--- src/sv/prca_pkg.sv ---
// Package for the packet receiver: result and queue-entry types, configuration
// record, event codes, phase codes and the bytewise CRC-32 update.
// Has no dependencies. Every other file of the block uses it.
package prca_pkg;

	// Fixed framing constants.
	localparam int unsigned PKT_HDR_BYTES = 6;
	localparam int unsigned CNT_LO_OFFSET = 8;
	localparam int unsigned CNT_HI_OFFSET = 12;
	localparam int unsigned CNT_END_OFFSET = 16;
	localparam int unsigned LEN_BYTES = 2;
	localparam logic [31:0] CRC_POLY = 32'hEDB8_8320;
	localparam logic [31:0] CRC_INIT = 32'hFFFF_FFFF;

	// Configuration register indexes.
	localparam logic [2:0] REG_START = 3'd0;
	localparam logic [2:0] REG_PACKET = 3'd1;
	localparam logic [2:0] REG_END = 3'd2;
	localparam logic [2:0] REG_NEXT = 3'd3;
	localparam logic [2:0] REG_AGAIN = 3'd4;

	typedef enum logic [2:0] {
		EV_HEADER = 3'd0,
		EV_PAYLOAD = 3'd1,
		EV_GOOD = 3'd2,
		EV_BAD = 3'd3,
		EV_PREMATURE = 3'd4,
		EV_BAD_CMD = 3'd5,
		EV_DONE = 3'd6,
		EV_COUNT_BIG = 3'd7
	} prca_event_t;

	typedef enum logic [5:0] {
		PH_IDLE = 6'b000001,
		PH_HEADER = 6'b000010,
		PH_CMD = 6'b000100,
		PH_PKTHDR = 6'b001000,
		PH_PAYLOAD = 6'b010000,
		PH_END = 6'b100000
	} prca_phase_t;

	typedef struct packed {
		logic [7:0] start_code;
		logic [7:0] packet_code;
		logic [7:0] end_code;
		logic [7:0] next_code;
		logic [7:0] again_code;
	} prca_cfg_t;

	typedef struct packed {
		logic [2:0] event_res;
		logic [7:0] data_byte;
		logic [31:0] packet_index;
		logic [15:0] byte_offset;
	} prca_res_t;

	// An entry holds the one or two results that one input byte causes; both travel together.
	typedef struct packed {
		logic two;
		prca_res_t first;
		prca_res_t second;
	} prca_entry_t;

	// Reflected CRC-32 update over one byte, one bit per step.
	function automatic logic [31:0] crc32_byte(logic [31:0] c, logic [7:0] b);
		logic [31:0] r;
		r = c ^ {24'd0, b};
		for (int k = 0; k < 8; k++) begin
			r = r[0] ? ((r >> 1) ^ CRC_POLY) : (r >> 1);
		end
		return r;
	endfunction

endpackage

--- src/sv/prca_front.sv ---
// Front part of the packet receiver: protocol phase machine, CRC check and
// result classification, one byte per cycle while accept is high. Depends on prca_pkg.
module prca_front #(
	parameter int unsigned HEADER_BYTES = 48
) (
	input  logic                 clk,
	input  logic                 arst_n,
	input  prca_pkg::prca_cfg_t  cfg,
	input  logic                 accept,
	input  logic [7:0]           link_byte,
	output logic                 ent_push,
	output prca_pkg::prca_entry_t ent
);

	prca_pkg::prca_phase_t phase_q, phase_n;
	logic [15:0] cnt_q, cnt_n;
	logic [31:0] pe_q, pe_n;
	logic        ovf_q, ovf_n;
	logic [31:0] idx_q, idx_n;
	logic [15:0] len_q, len_n;
	logic [31:0] exp_q, exp_n;
	logic [31:0] crc_q, crc_n;

	always_comb begin
		logic [1:0]  nres;
		logic [16:0] cnt_inc;
		logic [31:0] crc_upd;
		logic [31:0] idx_inc;
		logic        good;
		prca_pkg::prca_res_t r0, r1, jr;

		phase_n = phase_q;
		cnt_n = cnt_q;
		pe_n = pe_q;
		ovf_n = ovf_q;
		idx_n = idx_q;
		len_n = len_q;
		exp_n = exp_q;
		crc_n = crc_q;
		nres = 2'd0;
		r0 = '0;
		r1 = '0;
		cnt_inc = {1'b0, cnt_q} + 17'd1;
		crc_upd = prca_pkg::crc32_byte(crc_q, link_byte);
		idx_inc = idx_q + 32'd1;
		good = 1'b0;
		jr = '0;

		case (phase_q)
			prca_pkg::PH_HEADER: begin
				nres = 2'd1;
				r0 = '{prca_pkg::EV_HEADER, link_byte, idx_q, cnt_q};
				if (cnt_q >= 16'(prca_pkg::CNT_LO_OFFSET) && cnt_q < 16'(prca_pkg::CNT_HI_OFFSET)) begin
					pe_n = pe_q | ({24'd0, link_byte} << {cnt_q[1:0], 3'd0});
				end else if (cnt_q >= 16'(prca_pkg::CNT_HI_OFFSET)
						&& cnt_q < 16'(prca_pkg::CNT_END_OFFSET) && link_byte != 8'd0) begin
					ovf_n = 1'b1;
				end
				if (cnt_inc >= 17'(HEADER_BYTES)) begin
					cnt_n = '0;
					if (ovf_n) begin
						nres = 2'd2;
						r1 = '{prca_pkg::EV_COUNT_BIG, 8'd0, idx_q, 16'd0};
						phase_n = prca_pkg::PH_IDLE;
					end else begin
						phase_n = (pe_n == 32'd0) ? prca_pkg::PH_END : prca_pkg::PH_CMD;
					end
				end else begin
					cnt_n = cnt_inc[15:0];
				end
			end
			prca_pkg::PH_CMD: begin
				if (link_byte == cfg.end_code) begin
					nres = 2'd1;
					r0 = '{prca_pkg::EV_PREMATURE, link_byte, idx_q, 16'd0};
					phase_n = prca_pkg::PH_IDLE;
				end else if (link_byte != cfg.packet_code) begin
					nres = 2'd1;
					r0 = '{prca_pkg::EV_BAD_CMD, link_byte, idx_q, 16'd0};
					phase_n = prca_pkg::PH_IDLE;
				end else begin
					phase_n = prca_pkg::PH_PKTHDR;
					cnt_n = '0;
					len_n = '0;
					exp_n = '0;
				end
			end
			prca_pkg::PH_PKTHDR: begin
				if (cnt_q < 16'(prca_pkg::LEN_BYTES)) begin
					len_n = len_q | ({8'd0, link_byte} << {cnt_q[0], 3'd0});
				end else begin
					exp_n = exp_q | ({24'd0, link_byte} << {cnt_q[1:0] - 2'd2, 3'd0});
				end
				cnt_n = cnt_inc[15:0];
				if (cnt_inc >= 17'(prca_pkg::PKT_HDR_BYTES)) begin
					cnt_n = '0;
					crc_n = prca_pkg::CRC_INIT;
					if (len_n == 16'd0) begin
						// Empty payload: the CRC of nothing is zero.
						good = (exp_n == 32'd0);
						nres = 2'd1;
					end else begin
						phase_n = prca_pkg::PH_PAYLOAD;
					end
				end
			end
			prca_pkg::PH_PAYLOAD: begin
				nres = 2'd1;
				r0 = '{prca_pkg::EV_PAYLOAD, link_byte, idx_q, cnt_q};
				crc_n = crc_upd;
				if (cnt_inc >= {1'b0, len_q}) begin
					cnt_n = '0;
					good = ((~crc_upd) == exp_q);
					nres = 2'd2;
				end else begin
					cnt_n = cnt_inc[15:0];
				end
			end
			prca_pkg::PH_END: begin
				nres = 2'd1;
				r0 = '{(link_byte == cfg.end_code) ? prca_pkg::EV_DONE : prca_pkg::EV_BAD_CMD,
					link_byte, idx_q, 16'd0};
				phase_n = prca_pkg::PH_IDLE;
			end
			default: begin
				if (link_byte == cfg.start_code) begin
					phase_n = prca_pkg::PH_HEADER;
					cnt_n = '0;
					pe_n = '0;
					ovf_n = 1'b0;
					idx_n = '0;
				end else begin
					nres = 2'd1;
					r0 = '{prca_pkg::EV_BAD_CMD, link_byte, idx_q, 16'd0};
					phase_n = prca_pkg::PH_IDLE;
				end
			end
		endcase

		// Packet verdict, taken at the end of a payload or of an empty packet's header.
		if ((phase_q == prca_pkg::PH_PKTHDR && nres == 2'd1)
				|| (phase_q == prca_pkg::PH_PAYLOAD && nres == 2'd2)) begin
			if (good) begin
				jr = '{prca_pkg::EV_GOOD, cfg.next_code, idx_q, 16'd0};
				idx_n = idx_inc;
				phase_n = (idx_inc == pe_q) ? prca_pkg::PH_END : prca_pkg::PH_CMD;
			end else begin
				jr = '{prca_pkg::EV_BAD, cfg.again_code, idx_q, 16'd0};
				phase_n = prca_pkg::PH_CMD;
			end
			if (phase_q == prca_pkg::PH_PKTHDR) begin
				r0 = jr;
			end else begin
				r1 = jr;
			end
		end

		ent_push = accept && (nres != 2'd0);
		ent.two = (nres == 2'd2);
		ent.first = r0;
		ent.second = r1;
	end

	always_ff @(posedge clk or negedge arst_n) begin
		if (!arst_n) begin
			phase_q <= prca_pkg::PH_IDLE;
			cnt_q <= '0;
			pe_q <= '0;
			ovf_q <= 1'b0;
			idx_q <= '0;
			len_q <= '0;
			exp_q <= '0;
			crc_q <= prca_pkg::CRC_INIT;
		end else if (accept) begin
			phase_q <= phase_n;
			cnt_q <= cnt_n;
			pe_q <= pe_n;
			ovf_q <= ovf_n;
			idx_q <= idx_n;
			len_q <= len_n;
			exp_q <= exp_n;
			crc_q <= crc_n;
		end
	end

endmodule

--- src/sv/prca_queue.sv ---
// Short queue of classified entries between the front and back parts.
// Depends on prca_pkg.
module prca_queue #(
	parameter int unsigned DEPTH = 4
) (
	input  logic                  clk,
	input  logic                  arst_n,
	input  logic                  wr_en,
	input  prca_pkg::prca_entry_t wr_data,
	input  logic                  rd_en,
	output prca_pkg::prca_entry_t rd_data,
	output logic                  full,
	output logic                  empty
);

	localparam int unsigned PW = (DEPTH > 1) ? $clog2(DEPTH) : 1;
	localparam int unsigned CW = $clog2(DEPTH + 1);

	prca_pkg::prca_entry_t mem_q [DEPTH];
	logic [PW-1:0] wr_ptr_q, rd_ptr_q;
	logic [CW-1:0] count_q;

	assign full = (count_q == CW'(DEPTH));
	assign empty = (count_q == '0);
	assign rd_data = mem_q[rd_ptr_q];

	always_ff @(posedge clk) begin
		if (wr_en) begin
			mem_q[wr_ptr_q] <= wr_data;
		end
	end

	always_ff @(posedge clk or negedge arst_n) begin
		if (!arst_n) begin
			wr_ptr_q <= '0;
			rd_ptr_q <= '0;
			count_q <= '0;
		end else begin
			if (wr_en) begin
				wr_ptr_q <= (wr_ptr_q == PW'(DEPTH - 1)) ? '0 : wr_ptr_q + PW'(1);
			end
			if (rd_en) begin
				rd_ptr_q <= (rd_ptr_q == PW'(DEPTH - 1)) ? '0 : rd_ptr_q + PW'(1);
			end
			if (wr_en && !rd_en) begin
				count_q <= count_q + CW'(1);
			end else if (rd_en && !wr_en) begin
				count_q <= count_q - CW'(1);
			end
		end
	end

endmodule

--- src/sv/prca_back.sv ---
// Back part of the packet receiver: unpacks each entry into one or two
// results held in an output register. Depends on prca_pkg.
module prca_back (
	input  logic                  clk,
	input  logic                  arst_n,
	input  prca_pkg::prca_entry_t q_data,
	input  logic                  q_empty,
	output logic                  q_pop,
	input  logic                  pop,
	output logic                  empty,
	output logic [2:0]            event_res,
	output logic [7:0]            data_byte,
	output logic [31:0]           packet_index,
	output logic [15:0]           byte_offset,
	output logic                  last
);

	prca_pkg::prca_entry_t ent_q;
	prca_pkg::prca_res_t   cur;
	logic valid_q, sel_q;
	logic taken, finish;

	assign taken = valid_q && pop;
	assign finish = taken && (!ent_q.two || sel_q);
	assign q_pop = !q_empty && (!valid_q || finish);

	assign cur = sel_q ? ent_q.second : ent_q.first;
	assign empty = !valid_q;
	assign event_res = cur.event_res;
	assign data_byte = cur.data_byte;
	assign packet_index = cur.packet_index;
	assign byte_offset = cur.byte_offset;
	assign last = !ent_q.two || sel_q;

	always_ff @(posedge clk) begin
		if (q_pop) begin
			ent_q <= q_data;
		end
	end

	always_ff @(posedge clk or negedge arst_n) begin
		if (!arst_n) begin
			valid_q <= 1'b0;
			sel_q <= 1'b0;
		end else if (q_pop) begin
			valid_q <= 1'b1;
			sel_q <= 1'b0;
		end else if (finish) begin
			valid_q <= 1'b0;
			sel_q <= 1'b0;
		end else if (taken) begin
			sel_q <= 1'b1;
		end
	end

endmodule

--- src/sv/packet_receiver_crc_ack_core.sv ---
// Top level of the stop-and-wait packet receiver with CRC-32 check.
// Depends on prca_pkg, prca_front, prca_queue and prca_back.

// The receiver takes one link byte per cycle through a push/full queue port
// and answers through an empty/pop queue port. It waits for the start command,
// passes the header through (the packet count sits in header bytes 8 to 15,
// little endian), then checks each packet: packet command, 16-bit length,
// 32-bit CRC and payload. Payload bytes are passed on, and every packet ends
// in a good item carrying next_code or a bad item carrying again_code. A byte
// is taken in the cycle it is pushed whenever the entry queue has room, so the
// front sustains one byte per cycle. A byte causes at most two result items;
// the back part delivers one result item per cycle while pop is high, so bytes
// that cause two items (the last header byte with too large a count, the last
// payload byte) need a pop per item, and the QUEUE_DEPTH-entry queue between
// the parts absorbs that and any stall on the result side. The bytewise CRC
// update and phase step are both combinational in the front. The command and
// response codes must be written through the APB port while the block is
// idle; the block does not enforce this. Register i is at byte address 4*i.
module packet_receiver_crc_ack_core #(
	parameter int unsigned HEADER_BYTES = 48,
	parameter int unsigned QUEUE_DEPTH = 4
) (
	input  logic        clk,
	input  logic        arst_n,
	input  logic        push,
	output logic        full,
	input  logic [7:0]  link_byte,
	output logic        empty,
	input  logic        pop,
	output logic [2:0]  event_res,
	output logic [7:0]  data_byte,
	output logic [31:0] packet_index,
	output logic [15:0] byte_offset,
	output logic        last,
	input  logic        psel,
	input  logic        penable,
	input  logic        pwrite,
	input  logic [4:0]  paddr,
	input  logic [31:0] pwdata,
	output logic [31:0] prdata,
	output logic        pready
);

	prca_pkg::prca_cfg_t   cfg_q;
	prca_pkg::prca_entry_t f_ent, q_data;
	logic accept, f_push, q_empty, q_pop, cfg_wr;
	logic [7:0] rd_byte;

	// Configuration registers; the register index comes from paddr[4:2].
	assign pready = 1'b1;
	assign cfg_wr = psel && penable && pwrite && pready;

	always_ff @(posedge clk or negedge arst_n) begin
		if (!arst_n) begin
			cfg_q.start_code <= 8'd1;
			cfg_q.packet_code <= 8'd2;
			cfg_q.end_code <= 8'd3;
			cfg_q.next_code <= 8'd4;
			cfg_q.again_code <= 8'd5;
		end else if (cfg_wr) begin
			case (paddr[4:2])
				prca_pkg::REG_START: cfg_q.start_code <= pwdata[7:0];
				prca_pkg::REG_PACKET: cfg_q.packet_code <= pwdata[7:0];
				prca_pkg::REG_END: cfg_q.end_code <= pwdata[7:0];
				prca_pkg::REG_NEXT: cfg_q.next_code <= pwdata[7:0];
				prca_pkg::REG_AGAIN: cfg_q.again_code <= pwdata[7:0];
				default: ;
			endcase
		end
	end

	always_comb begin
		case (paddr[4:2])
			prca_pkg::REG_START: rd_byte = cfg_q.start_code;
			prca_pkg::REG_PACKET: rd_byte = cfg_q.packet_code;
			prca_pkg::REG_END: rd_byte = cfg_q.end_code;
			prca_pkg::REG_NEXT: rd_byte = cfg_q.next_code;
			prca_pkg::REG_AGAIN: rd_byte = cfg_q.again_code;
			default: rd_byte = 8'd0;
		endcase
	end
	assign prdata = {24'd0, rd_byte};

	// A byte is accepted whenever the entry queue has room.
	assign accept = push && !full;

	prca_front #(
		.HEADER_BYTES(HEADER_BYTES)
	) u_front (
		.clk(clk),
		.arst_n(arst_n),
		.cfg(cfg_q),
		.accept(accept),
		.link_byte(link_byte),
		.ent_push(f_push),
		.ent(f_ent)
	);

	prca_queue #(
		.DEPTH(QUEUE_DEPTH)
	) u_queue (
		.clk(clk),
		.arst_n(arst_n),
		.wr_en(f_push),
		.wr_data(f_ent),
		.rd_en(q_pop),
		.rd_data(q_data),
		.full(full),
		.empty(q_empty)
	);

	prca_back u_back (
		.clk(clk),
		.arst_n(arst_n),
		.q_data(q_data),
		.q_empty(q_empty),
		.q_pop(q_pop),
		.pop(pop),
		.empty(empty),
		.event_res(event_res),
		.data_byte(data_byte),
		.packet_index(packet_index),
		.byte_offset(byte_offset),
		.last(last)
	);

endmodule

--- config.mk ---
export PLATFORM = sky130hd
export DESIGN_NAME = packet_receiver_crc_ack_core
export DESIGN_NICKNAME = d
export VERILOG_FILES = /design/src/sv/prca_pkg.sv /design/src/sv/prca_front.sv /design/src/sv/prca_queue.sv /design/src/sv/prca_back.sv /design/src/sv/packet_receiver_crc_ack_core.sv
export SDC_FILE = /design/constraint.sdc
export NUM_CORES = 1
export LEC_CHECK = 0
export BUFFER_PORTS_ARGS = -buffer_cell sky130_fd_sc_hd__buf_4
export CORE_ASPECT_RATIO = 1.25
export CORE_MARGIN = 10
export CORE_UTILIZATION = 56
export CTS_CLUSTER_DIAMETER = 30
export DETAILED_ROUTE_END_ITERATION = 10
export PLACE_DENSITY = 0.84
export SYNTH_ARGS = -nofsm -noshare
export SYNTH_HDL_FRONTEND = slang
export SYNTH_HIERARCHICAL = 1
export SYNTH_SLANG_ARGS = --single-unit
--- constraint.sdc ---
create_clock -name clk -period 8.06 [get_ports clk]
set_input_delay 1.209 -clock clk [delete_from_list [all_inputs] [get_ports clk]]
set_output_delay 1.209 -clock clk [all_outputs]
set_load 0.1 [all_outputs]
Word level (Yosys, flattened, before mapping)
Memory sizes are Yosys's and may differ from the RTL's. A register that Yosys moved wholly into a read port is not among the register bits. Index checks and enable logic that the tools add are counted.

Flip-flop bits (word level): 216. Latch bits: 0. Memory bits (writable): 476. Bits in read-only memories: 0. Bits of input ports: 52. Output and inout bits: 95. Logic and storage cells: 216. Memories: 1.

Memory list: u_queue.mem_q (depth 4, bits a word 119, rd ports 1, clocked after memory_dff 1, write ports 1, RTL line prca_queue.sv:19) `prca_pkg::prca_entry_t mem_q [DEPTH];`.

Add/sub/neg operators: 7. Multipliers: 0. Div/mod/pow operators: 0. $lt $le $gt $ge: 8. Equal/unequal tests: 26. Shifts and indexed selects: 3. Muxes and demuxes: 89. Bitwise gates (word level): 15. Reductions and logical operators: 49.

Operator list (count): $mux 59 (11); $mux 32 (20); $pmux 59 s5 (1); $pmux 32 s2 (3); $mux 16 (8); $not 13->14 (8); $pmux 16 s5 (1); $eq 32x32->1 (2); $logic_not 32->1 (2); $or 32x32->32 (2); $shl 8x5->32 (2); $mux 57 (1); $mux 6 (9); $pmux 8 s5 (1); $add 32x1->32 const B (1); $ge 16x4->1 const B (2); $not 32->32 (1); $pmux 16 s2 (1); $xor 32x8->32 (1); $pmux 6 s5 (1); $mux 2 (9); $add 16x1->17 const B (1); $ge 17x16->1 (1); $ge 17x3->1 const B (1); other kinds (48) (107).

Longest topological paths before layout
Gate-level depths: netlist of run 1.

Word-level depth: 24. Gate-level depth with buffers: 18. Gate-level depth less buffers: 16.

Cells and area by module
Netlist of run 1, hierarchy kept.

By module, submodules not included: prca_queue (times used 1, cells an instance 659, area each 17581.9 µm², seq. area each 14468.9 µm²); prca_front (times used 1, cells an instance 1411, area each 12508.2 µm², seq. area each 4220.3 µm²); prca_back (times used 1, cells an instance 195, area each 4695.8 µm², seq. area each 3623.5 µm²); packet_receiver_crc_ack_core (times used 1, cells an instance 168, area each 2110.8 µm², seq. area each 1009.7 µm²).

Worst setup path after synthesis of run 1
OpenSTA, ideal clock, no wires.

Path type: input -> register. Start point: input pop. End point: register u_queue.count_q[1]. Library setup time: 125 ps. Arrival time: 8867 ps. Data required time: 7935 ps. Path slack: -932 ps. Stages: 7. Buffers on the path: 0. Cells stage by stage: nand2_2 a21oi_1 inv_1 ha_1 inv_1 fa_1 mux2_2.

Cells in the longest elaborated chain, start to end: 7. Elaborated cells between the ends (all ways): 9. Those cells by class: mux (1); reduce/logical (8).

Ends and longest elaborated chain: from (decl) (RTL line packet_receiver_crc_ack_core.sv:29) `input logic pop,`; $logic_and 1x1->1 * (RTL line prca_back.sv:23) `assign taken = valid_q && pop;`; $logic_and 1x1->1 * (RTL line prca_back.sv:24) `assign finish = taken && (!ent_q.two || sel_q);`; $logic_or 1x1->1 * (RTL line prca_back.sv:25) `assign q_pop = !q_empty && (!valid_q || finish);`; $logic_and 1x1->1 * (RTL line prca_back.sv:25); via q_pop (RTL line packet_receiver_crc_ack_core.sv:46) `logic accept, f_push, q_empty, q_pop, cfg_wr;`; $logic_not 1->1 (RTL line prca_queue.sv:45) `if (wr_en && !rd_en) begin`; $logic_and 1x1->1 (RTL line prca_queue.sv:45); $mux 3 or $reduce_bool 2->1 (tied branches); to (signal assigned) (RTL line prca_queue.sv:46) `count_q <= count_q + CW'(1);`; to (signal assigned) (RTL line prca_queue.sv:48) `count_q <= count_q - CW'(1);`; to (decl) (RTL line prca_queue.sv:21) `logic [CW-1:0] count_q;`.

Mark *: on every way through the listed nets, which the timed path passes. The rest lies on a longest branch. A chain may end at the register's enable or synchronous reset.

Worst setup path in the final report of run 1
Start point: register u_front.cnt_q[1]. End point: register u_front.idx_q[0].

Cells in the longest elaborated chain, start to end: 13. Elaborated cells between the ends (all ways): 41. Those cells by class: add/sub (2); order compare (8); eq/ne (2); shift (1); mux (19); bitwise (1); reduce/logical (8).

Ends and longest elaborated chain: from (decl) (RTL line prca_front.sv:16) `logic [15:0] cnt_q, cnt_n;`; from (signal assigned) (RTL line prca_front.sv:176) `cnt_q <= cnt_n;`; branches (longest 12 deep; another with $add 16x1->17); $mux 32 * (RTL line prca_front.sv:141) `if ((phase_q == prca_pkg::PH_PKTHDR && nres == 2'd1)`; to (signal assigned) (RTL line prca_front.sv:179) `idx_q <= idx_n;`; to (decl) (RTL line prca_front.sv:19) `logic [31:0] idx_q, idx_n;`.

Every way passes the cells marked *. The select of a mux whose other input is x is not followed.

==> results of run 1 <==
## worst max-delay path, stage by stage, from the launching register on
cell and delay [ns]:
dfrtp_1 0.62, ha_1 0.43, nand4_1 0.20, nor3_1 0.37, nand2_1 0.12, xnor2_1 0.32
ha_1 0.32, a21o_1 0.18, a221o_1 0.36, inv_1 0.06, a21oi_1 0.07, buf_4 0.23
and3_1 0.20, a41oi_4 0.88, a21o_1 1.04, mux2_2 0.31
## final cells by class
type	instances	area share [%]
timing repair buffer	115	2.22
inverter	40	0.358
clock inverter	86	2.62
clock buffer	122	6.82
multi-input combinational	1429	29.8
tap	856	2.55
sequential	811	55.7
## report_power, final
group	leakage, nW	internal [mW]	total, mW	switching [mW]
clock	1.93	3.09	5.06	1.97
sequential	8.41	5.78	6.36	0.581
combinational	5.30	2.44	6.67	4.23
## registers in the layout (all words and copies together) (netlist names)
register / cells
u_back/valid_q: 1
u_front/pe_q: 32
cfg_q: 40
u_front/cnt_q: 16
u_front/idx_q: 32
u_back/ent_q: 119
u_front/exp_q: 32
u_front/phase_q: 6
u_front/crc_q: 32
u_queue/rd_ptr_q: 2
u_front/ovf_q: 1
u_queue/mem_q: 476
u_back/sel_q: 1
u_front/len_q: 16
u_queue/wr_ptr_q: 2
u_queue/count_q: 3
## synthesized netlist by cell type, types with 12 or more instances
library cell and instances:
edfxtp_1 595, o22ai_1 13, a21oi_1 64, xnor3_1 22, nand2_1 139, clkbuf_1 86, nand4_1 31, nor3_1 45
buf_2 27, o21ai_0 72, inv_1 38, nand2b_1 23, and2_1 73, ha_1 25, nand3_1 36, buf_6 12
dfstp_2 40, buf_1 13, nor4_1 37, mux4_2 119, and3_1 18, mux2_4 59, a22o_1 41, xor2_1 52
mux2_2 53, o2bb2ai_1 28, nor2_1 98, dfrtp_1 176, mux2i_1 26, buf_4 47, nor2b_1 29, xnor2_1 121
a31oi_1 17
## cells by family (layout without fill, tap and decap cells)
logic type,after synthesis,count (layout),share of synthesized area (%)
xor+xnor,210,210,6.26
other cells,3,41,0.0305
flops,811,811,63.2
mux,257,257,12.0
simple gates,587,587,8.47
buf+inv,231,363,3.43
fa+ha+maj,26,26,0.902
compound gates,308,308,5.71
## stage by stage
| step | util, % | setup WS, ns |
|---|---|---|
| floorplan | - | 1.59 |
| global placement | 58.0 | 1.95 |
| detailed placement | 58.0 | 1.84 |
| CTS | 64.1 | 2.33 |
| global route | 64.1 | 1.94 |
| finish | 64.1 | 2.25 |
## worst paths after layout
path                                         startpoint                         endpoint  slack, ns
setup / recovery           u_front/cnt_q[1]$_DFFE_PN0P_     u_front/idx_q[0]$_DFFE_PN0P_       2.25
hold / removal             u_front/crc_q[9]$_DFFE_PN1P_     u_front/crc_q[9]$_DFFE_PN1P_       0.51
setup reg to reg           u_front/cnt_q[1]$_DFFE_PN0P_     u_front/idx_q[0]$_DFFE_PN0P_       2.25
hold reg to reg            u_front/crc_q[9]$_DFFE_PN1P_     u_front/crc_q[9]$_DFFE_PN1P_       0.51
max in group asynchronous                        arst_n  u_queue/rd_ptr_q[1]$_DFFE_PN0P_       6.02
min in group asynchronous                        arst_n            cfg_q[28]$_DFFE_PN0P_       0.57
## placed cells by master (no fill, tap or decap), types with 37 or more instances in the layout
cell,count
nand2_1,139
nor3_1,45
and2_1,69
a21oi_1,62
a22o_1,41
dfstp_2,40
inv_1,38
o21ai_0,72
nor4_1,37
dfrtp_1,173
xnor2_1,121
conb_1,41
mux2_4,59
mux2_2,53
clkbuf_16,110
mux4_2,119
edfxtp_1,595
nor2_1,96
xor2_1,52
buf_4,109
## per-layer routing
layer  global-route usage, %  wire length, um  part of all wire (%)
met1                    26.5            32300                    38
met2                    38.1            44000                    52
met3                    3.63             5330                   6.3
met4                    9.09             2940                   3.5
met5                       0                0                     0
==> results_dict.tcl, run 1 <==
set metrics [dict create \
    cts_resized 0 \
    min_period_ns 5.81 \
    drt_iter0_markers 2362 \
    top_level_ports 147 \
    p_per_area_nw_per_um2 432 \
    clk_latency_ns 0.69 \
    synth_edf_count 595 \
    area_growth_pct 13.6 \
    r2r.worst_path.cells 15 \
    yosysSeqAreaShare_pct 63.2 \
    tns_ns 0 \
    holdPathStages 2 \
    gp_congestion 0.933 \
    cts_sinks 811 \
    slew_viol_final 0 \
    p_leak_nw 15.6 \
    synthArstFlopShare_pct 26.6 \
    layout.cells.non_filler 3459 \
    skew_ns 0.0710 \
    critical_path_required_ns 8.67 \
    numCtsBuffers 110 \
    synth_area_leader_cell "edfxtp_1" \
    maxCapViolations 0 \
    die_h_um 307 \
    synth.lib_cells_used.distinct 91 \
    hold_slack_ns 0.506 \
    dpl.hpwl_mm 50.7 \
    fp-row-count 105 \
    grt_usage_pct 21.8 \
    routed_wl_mm 84.5 \
    root_buffer "clkbuf_16" \
    status "completed" \
    antenna_found_initial 0 \
    grt_pass1_wl_mm 132 \
    setup_viol 0 \
    yosys-top-cells-area "edfxtp_1 48%, dfrtp_1 12%, mux4_2 7.3%" \
    drive_above_1_share_pct 24.0 \
    cts_tree "built" \
    synth_ff_type "edfxtp_1" \
    fillers 4369 \
    synth_cells 2433 \
    peakVddDrop_v 0.000315 \
    grt_pass1_vias 22700 \
    n_antenna_cell 0 \
    maxSlewHeadroom_pct 9.71 \
    regArea_sq_um 23300 \
    grt-ovfl-total 0 \
    cts_max_level 3 \
    clockBufferDepth 3 \
    grt_start_max_net_pins 83 \
    dieArea_sq_um 76600 \
    yosys_warnings 6 \
    arrival_ns 6.42 \
    hp-class "flop to flop" \
    placed_cells 3251 \
    multi_input_area_sq_um 12500 \
    total_power_mw 18.1 \
    grt_setup_unrepaired "false" \
    crit_type "flop to flop" \
    die_w_um 250 \
    fmax_mhz 172 \
    io_buffers 95 \
    tightest_slew_ns 1.34 \
    crit_path_end_kind "flop" \
    dr.pass1.iters 6 \
    postCtsSetupRepairBufs 0 \
    coreArea_sq_um 65400 \
    post-route-period-util_pct 72.1 \
    vias 21400 \
    synth_area_sq_um 36900 \
    initial_utilization_pct 56.4 \
    synth_area_per_cell_sq_um 15.2 \
    cp-start-kind "flop" \
    ctsHoldBuffers 0 \
    clk_pin_slew_ns 0.06 \
    final_area_sq_um 41900 \
    finalNetCount 2585 \
    avgViaCountPerCell 6.18 \
    drt.antenna.violating_nets 0 \
    drc 0 \
    place_area_sq_um 38000 \
    path_max_fanout 32 \
    yosys_register_bits 811 \
    yosys.area.top_type_share_pct 48.4 \
    routedWlPerCell_um 24.4 \
    finalHoldViolations 0 \
]
Note: power is estimated with default switching activity, not from simulation.
==> run 2: changes to the inputs <==
Settings changed: CORE_UTILIZATION 56 to 62, PLACE_DENSITY 0.84 to 0.88.
Clock period 8.06 ns to 6 ns, I/O delays scaled along.
==> run 2 against run 1 <==
  * Setup slack worse by 1.9 ns
  * Cell count down 2.1%
  * Critical endpoint is now u_front/idx_q[25]$_DFFE_PN0P_
  * Largest power group unchanged
  * Register-to-register slack worse by 1.9 ns
  * Combinational power up 35%
  * Highest routed layer unchanged
==> results_dict.tcl, run 2 (synthesis gave the netlist of run 1 again) <==
set metrics [dict create \
    largest_register_ffs 476 \
    drt.antenna.violating_nets 0 \
    drt_iter0_markers 3140 \
    regArea_sq_um 23300 \
    fillers 3389 \
    routed_wl_mm 88.4 \
    numCtsBuffers 118 \
    crit_start "u_front/cnt_q[0]$_DFFE_PN0P_" \
    reg2reg_to "u_front/idx_q[25]$_DFFE_PN0P_" \
    multi_input_area_sq_um 12500 \
    io_buffers 95 \
    coreArea_sq_um 58700 \
    grt_usage_pct 25.5 \
    cp-start-kind "flop" \
    cts_max_level 3 \
    initial_utilization_pct 62.8 \
    path_max_fanout 32 \
    postCtsSetupRepairBufs 0 \
    n_antenna_cell 0 \
    area_growth_pct 14.5 \
    grt_pass1_vias 23300 \
    critical_path_required_ns 6.57 \
    ff2ff_setup_slack_ns 0.37 \
    ctsHoldBuffers 0 \
    avgViaCountPerCell 6.58 \
    clk_pin_slew_ns 0.06 \
    cp-endpoint "u_front/idx_q[25]$_DFFE_PN0P_" \
    rr_startpoint "u_front/cnt_q[0]$_DFFE_PN0P_" \
    finalNetCount 2605 \
    maxCapViolations 0 \
    cts_sinks 811 \
    total_power_mw 24.9 \
    die_h_um 293 \
    tightest_slew_ns 1.12 \
    routedWlPerCell_um 26.1 \
    grt-ovfl-total 0 \
    drive_above_1_share_pct 24.7 \
    maxSlewHeadroom_pct 25.1 \
    hp-class "input pin to asynchronous set/reset pin" \
    antenna_found_initial 0 \
    min_period_ns 5.63 \
    peakVddDrop_v 0.000519 \
    largest-register "u_queue/mem_q" \
    fp-row-count 99 \
    drc 0 \
    final_core_util_pct 71.9 \
    clockBufferDepth 3 \
    layout_common_cells "595 x edfxtp_1, 173 x dfrtp_1, 139 x nand2_1, 121 x clkbuf_16, 121 x xnor2_1" \
    clk_latency_ns 0.69 \
    skew_ns 0.0667 \
    die_w_um 238 \
    arrival_ns 6.20 \
    dpl.hpwl_mm 51.2 \
    crit_path_end_kind "flop" \
    r2r.worst_path.cells 15 \
    cts_tree "built" \
    root_buffer "clkbuf_16" \
    dr.pass1.iters 7 \
    cts_resized 0 \
    final_common_cell "edfxtp_1" \
    post-route-period-util_pct 93.8 \
    gp_congestion 0.935 \
    status "completed" \
    p_per_area_nw_per_um2 589 \
    place_area_sq_um 38000 \
    reg.largest.list "u_queue/mem_q: 476 flops, u_back/ent_q: 119 flops, cfg_q: 40 flops" \
    fmax_mhz 178 \
    top_level_ports 147 \
    finalHoldViolations 0 \
    final_area_sq_um 42200 \
    grt_pass1_wl_mm 138 \
    p_leak_nw 15.9 \
    crit_type "flop to flop" \
    grt_start_max_net_pins 111 \
    grt_setup_unrepaired "false" \
    hold_slack_ns 0.313 \
    setup_viol 0 \
    vias 22300 \
    tns_ns 0 \
    slew_viol_final 0 \
    dieArea_sq_um 69700 \
]
[run 2: changes by cell type in the layout (fill, tap and decap cells not counted), moves of 3 or more]
| cell | delta |
|---|---|
| clkinv_2 | +4 |
| clkinvlp_4 | +6 |
| inv_8 | +9 |
| buf_12 | +3 |
| inv_6 | -4 |
| clkbuf_16 | +11 |
| buf_4 | +8 |
| clkinv_4 | -6 |
[run 2: power breakdown]
part	total [mW]	internal, mW	switching, mW
Combinational	9.00	3.32	5.68
Clock	7.27	4.52	2.75
Sequential	8.61	7.76	0.853
[run 2: layer usage]
metal	track usage (%)	part of all wire, %
met1	31.4	37
met2	43.8	52
met3	3.92	7.7
met4	11.7	4.1
met5	0	0
[run 2: layout make-up]
cell class              instances  share of cell area, %
flip-flops and latches        811                   55.2
multi-input cells            1429                   29.6
inverters                      40                  0.355
clock inverters                94                   2.73
well taps                     757                   2.24
repair buffers                127                   2.52
clock buffers                 130                   7.34
[run 2: how the worst min path moves through the flow]
stage | slack, ns | cells after the start | endpoint | startpoint
2_1_floorplan | 0.46 | 1 | u_queue/count_q[2]$_DFFE_PN0P_ | u_queue/count_q[2]$_DFFE_PN0P_
3_5_place_dp | 0.49 | 1 | u_queue/count_q[2]$_DFFE_PN0P_ | u_queue/count_q[2]$_DFFE_PN0P_
4_1_cts | 0.36 | 1 | cfg_q[37]$_DFFE_PN0P_ | arst_n
5_1_grt | 0.40 | 1 | cfg_q[23]$_DFFE_PN0P_ | arst_n
3_3_place_gp | 0.47 | 1 | u_queue/count_q[2]$_DFFE_PN0P_ | u_queue/count_q[2]$_DFFE_PN0P_
6_report | 0.31 | 1 | cfg_q[37]$_DFFE_PN0P_ | arst_n
[run 2: per-stage QoR]
stage | std cells | setup slack, ns
floorplan | 2471 | 0.202
global placement | 3163 | 1.12
detailed placement | 3163 | 0.950
CTS | 3387 | 0.675
global route | 3388 | 0.383
finish | 3388 | 0.372
[run 2: critical path: stages (launching register included)]
cell	delay, ns
dfrtp_1	0.62
ha_1	0.48
nand4_1	0.23
nor3_1	0.55
nand2_1	0.13
xnor2_1	0.36
ha_1	0.34
a21o_1	0.22
a221o_1	0.41
inv_1	0.08
a21oi_1	0.13
and3_1	0.22
a41oi_4	0.91
a21o_1	0.24
buf_4	0.36
o2bb2ai_1	0.21
==> run 3: changes to the inputs <==
Settings changed: CORE_MARGIN 10 to unset.
==> run 3 against run 2 <==
  * The flow now finishes with violations (DRC)
  * Clock-buffer cell count fell by 7
  * Clock skew fell by 0.0017 ns
  * Clock power fell by 5.8%
  * Via count fell by 0.74%
  * Design area fell by 0.67%
  * Register-to-register slack improved by 0.28 ns
  * Critical path depth did not move
  * Non-clock buffer count rose by 1
  * Sequential share of layout area rose by 0.37 points
  * First-iteration DRC count fell by 23%
  * Critical path type unchanged
  * Core utilization fell by 0.33 points
  * Sequential cell count did not move
==> results_dict.tcl, run 3 (synthesis gave the netlist of run 1 again) <==
set metrics [dict create \
    fp-row-count 99 \
    cts_resized 0 \
    maxSlewHeadroom_pct 23.5 \
    vias 22100 \
    cts_max_level 3 \
    dr.pass1.iters 11 \
    gp_congestion 0.943 \
    numCtsBuffers 111 \
    layout_common_cells "595 x edfxtp_1, 173 x dfrtp_1, 139 x nand2_1, 121 x xnor2_1, 119 x mux4_2" \
    dieArea_sq_um 60500 \
    drt_iter0_markers 2426 \
    crit_type "flop to flop" \
    io_buffers 95 \
    layout.cells.non_filler 3375 \
    routed_wl_mm 87.0 \
    switchingPower_mw 9.27 \
    skew_ns 0.0650 \
    cts_sinks 811 \
    hold_slack_ns 0.246 \
    min_period_ns 5.35 \
    top_level_ports 147 \
    grt-ovfl-total 0 \
    placed_cells 3165 \
    reg.largest.list "u_queue/mem_q: 476 flops, u_back/ent_q: 119 flops, cfg_q: 40 flops" \
    dpl.hpwl_mm 50.4 \
    ctsHoldBuffers 0 \
    coreArea_sq_um 58600 \
    final_common_cell "edfxtp_1" \
    avgViaCountPerCell 6.55 \
    tns_ns 0 \
    antenna_found_initial 0 \
    drt.antenna.violating_nets 0 \
    fmax_mhz 187 \
    area_growth_pct 13.7 \
    postCtsSetupRepairBufs 0 \
    clk_pin_slew_ns 0.06 \
    p_leak_nw 15.7 \
    status "complete, but fails checks" \
    path_cells "ha_1, nand4_1, nor3_1, nand2_1, xnor2_1, ha_1, a21o_1, a221o_1, inv_1, a21oi_1, and3_1, a41oi_4, a21o_1, buf_4, mux2_2" \
    internal-power_mw 15.3 \
    final_core_util_pct 71.6 \
    maxCapViolations 0 \
    critical_path_required_ns 6.61 \
    p_per_area_nw_per_um2 585 \
    grt_usage_pct 29.3 \
    n_antenna_cell 0 \
    hp-class "input pin to asynchronous set/reset pin" \
    crit_path_max_incr_delay_ns 0.85 \
    finalNetCount 2599 \
    combPwrFrac_pct 37.1 \
    drive_above_1_share_pct 24.4 \
    path_max_fanout 32 \
    largest-register "u_queue/mem_q" \
    grt_setup_unrepaired "false" \
    die_w_um 220 \
    tightest_slew_ns 1.15 \
    grt_start_max_net_pins 87 \
    slowest_stage "a41oi_4" \
    clk_latency_ns 0.69 \
    post-route-period-util_pct 89.2 \
    timing.final.ws_setup_ns 0.650 \
    routedWlPerCell_um 25.8 \
    violations "DRC" \
    place_area_sq_um 38000 \
    clockBufferDepth 3 \
    finalHoldViolations 0 \
    grt_pass1_vias 22800 \
    die_h_um 275 \
    peakVddDrop_v 0.000504 \
    setup_viol 0 \
    seqPwrFrac_pct 35.0 \
    cp-start-kind "flop" \
    switching_share_pct 37.7 \
    crit_path_end_kind "flop" \
    drc 8 \
    fillers 3359 \
    grt_pass1_wl_mm 133 \
    p_clk_share_pct 27.9 \
    cts_tree "built" \
    arrival_ns 5.96 \
    final_area_sq_um 42000 \
    slew_viol_final 0 \
    root_buffer "clkbuf_16" \
    largest_register_ffs 476 \
    total_power_mw 24.6 \
    place_ws_ns 1.02 \
    initial_utilization_pct 63.0 \
]
-- run 3: cell count changes in the layout (fill, tap and decap cells not counted) --
cell,delta
clkinv_8,-2
clkbuf_1,-2
clkinvlp_4,+5
clkbuf_8,+1
inv_6,+5
buf_6,-1
bufinv_16,-3
clkinv_2,-4
buf_12,+1
buf_4,+1
inv_8,-10
clkinv_4,+2
clkbuf_16,-6
-- run 3: path summary, 6_finish.rpt --
| kind | from | endpoint | slack, ns | depth (start not counted) |
|---|---|---|---|---|
| setup / recovery | u_front/cnt_q[1]$_DFFE_PN0P_ | u_front/idx_q[0]$_DFFE_PN0P_ | 0.65 | 15 |
| hold / removal | arst_n | cfg_q[31]$_DFFE_PN0P_ | 0.25 | 1 |
| setup reg to reg | u_front/cnt_q[1]$_DFFE_PN0P_ | u_front/idx_q[0]$_DFFE_PN0P_ | 0.65 | 15 |
| hold reg to reg | u_front/crc_q[24]$_DFFE_PN1P_ | u_front/crc_q[24]$_DFFE_PN1P_ | 0.51 | 2 |
| max in group asynchronous | arst_n | u_queue/rd_ptr_q[0]$_DFFE_PN0P_ | 4.21 | 2 |
| min in group clk | pwdata[3] | cfg_q[11]$_DFFE_PN0P_ | 0.49 | 2 |
-- run 3: final cells by class --
| class | instances | area (sq um) | share of cell area (%) |
|---|---|---|---|
| repair buffers | 128 | 1080 | 2.57 |
| clock buffers | 123 | 2960 | 7.05 |
| multi-input cells | 1429 | 12500 | 29.8 |
| clock inverters | 87 | 998 | 2.38 |
| well taps | 757 | 947 | 2.26 |
| flip-flops and latches | 811 | 23300 | 55.6 |
| inverters | 40 | 150 | 0.358 |
-- run 3: critical path, delay by kind of cell (launching register included) --
family	cells	cell delay, ns
AOI/OAI and AO/OA	5	1.81
xor gates and xnor gates	1	0.32
adders and majority gates	2	0.75
buffers and inverters	2	0.45
DFF	1	0.65
muxes	1	0.25
and+or+nand+nor	4	1.02
-- run 3: power groups by stage --
stage | Combinational [mW] | Sequential (mW) | Clock [mW]
final | 9.10 | 8.60 | 6.85
after global routing | 9.52 | 8.71 | 7.13
after CTS | 9.09 | 8.61 | 6.90
after detailed placement | 8.95 | 8.65 | 0
after global placement | 8.75 | 8.51 | 0
after floorplan | 7.43 | 8.24 | 0
-- run 3: per-layer routing --
layer	vias up	track usage, %	wire [um]
met1	11100	36.4	31100
met5	-	0	30
met2	1322	50.2	45000
met4	2	14.2	3930
met3	319	4.75	6880
li1	9368	-	-
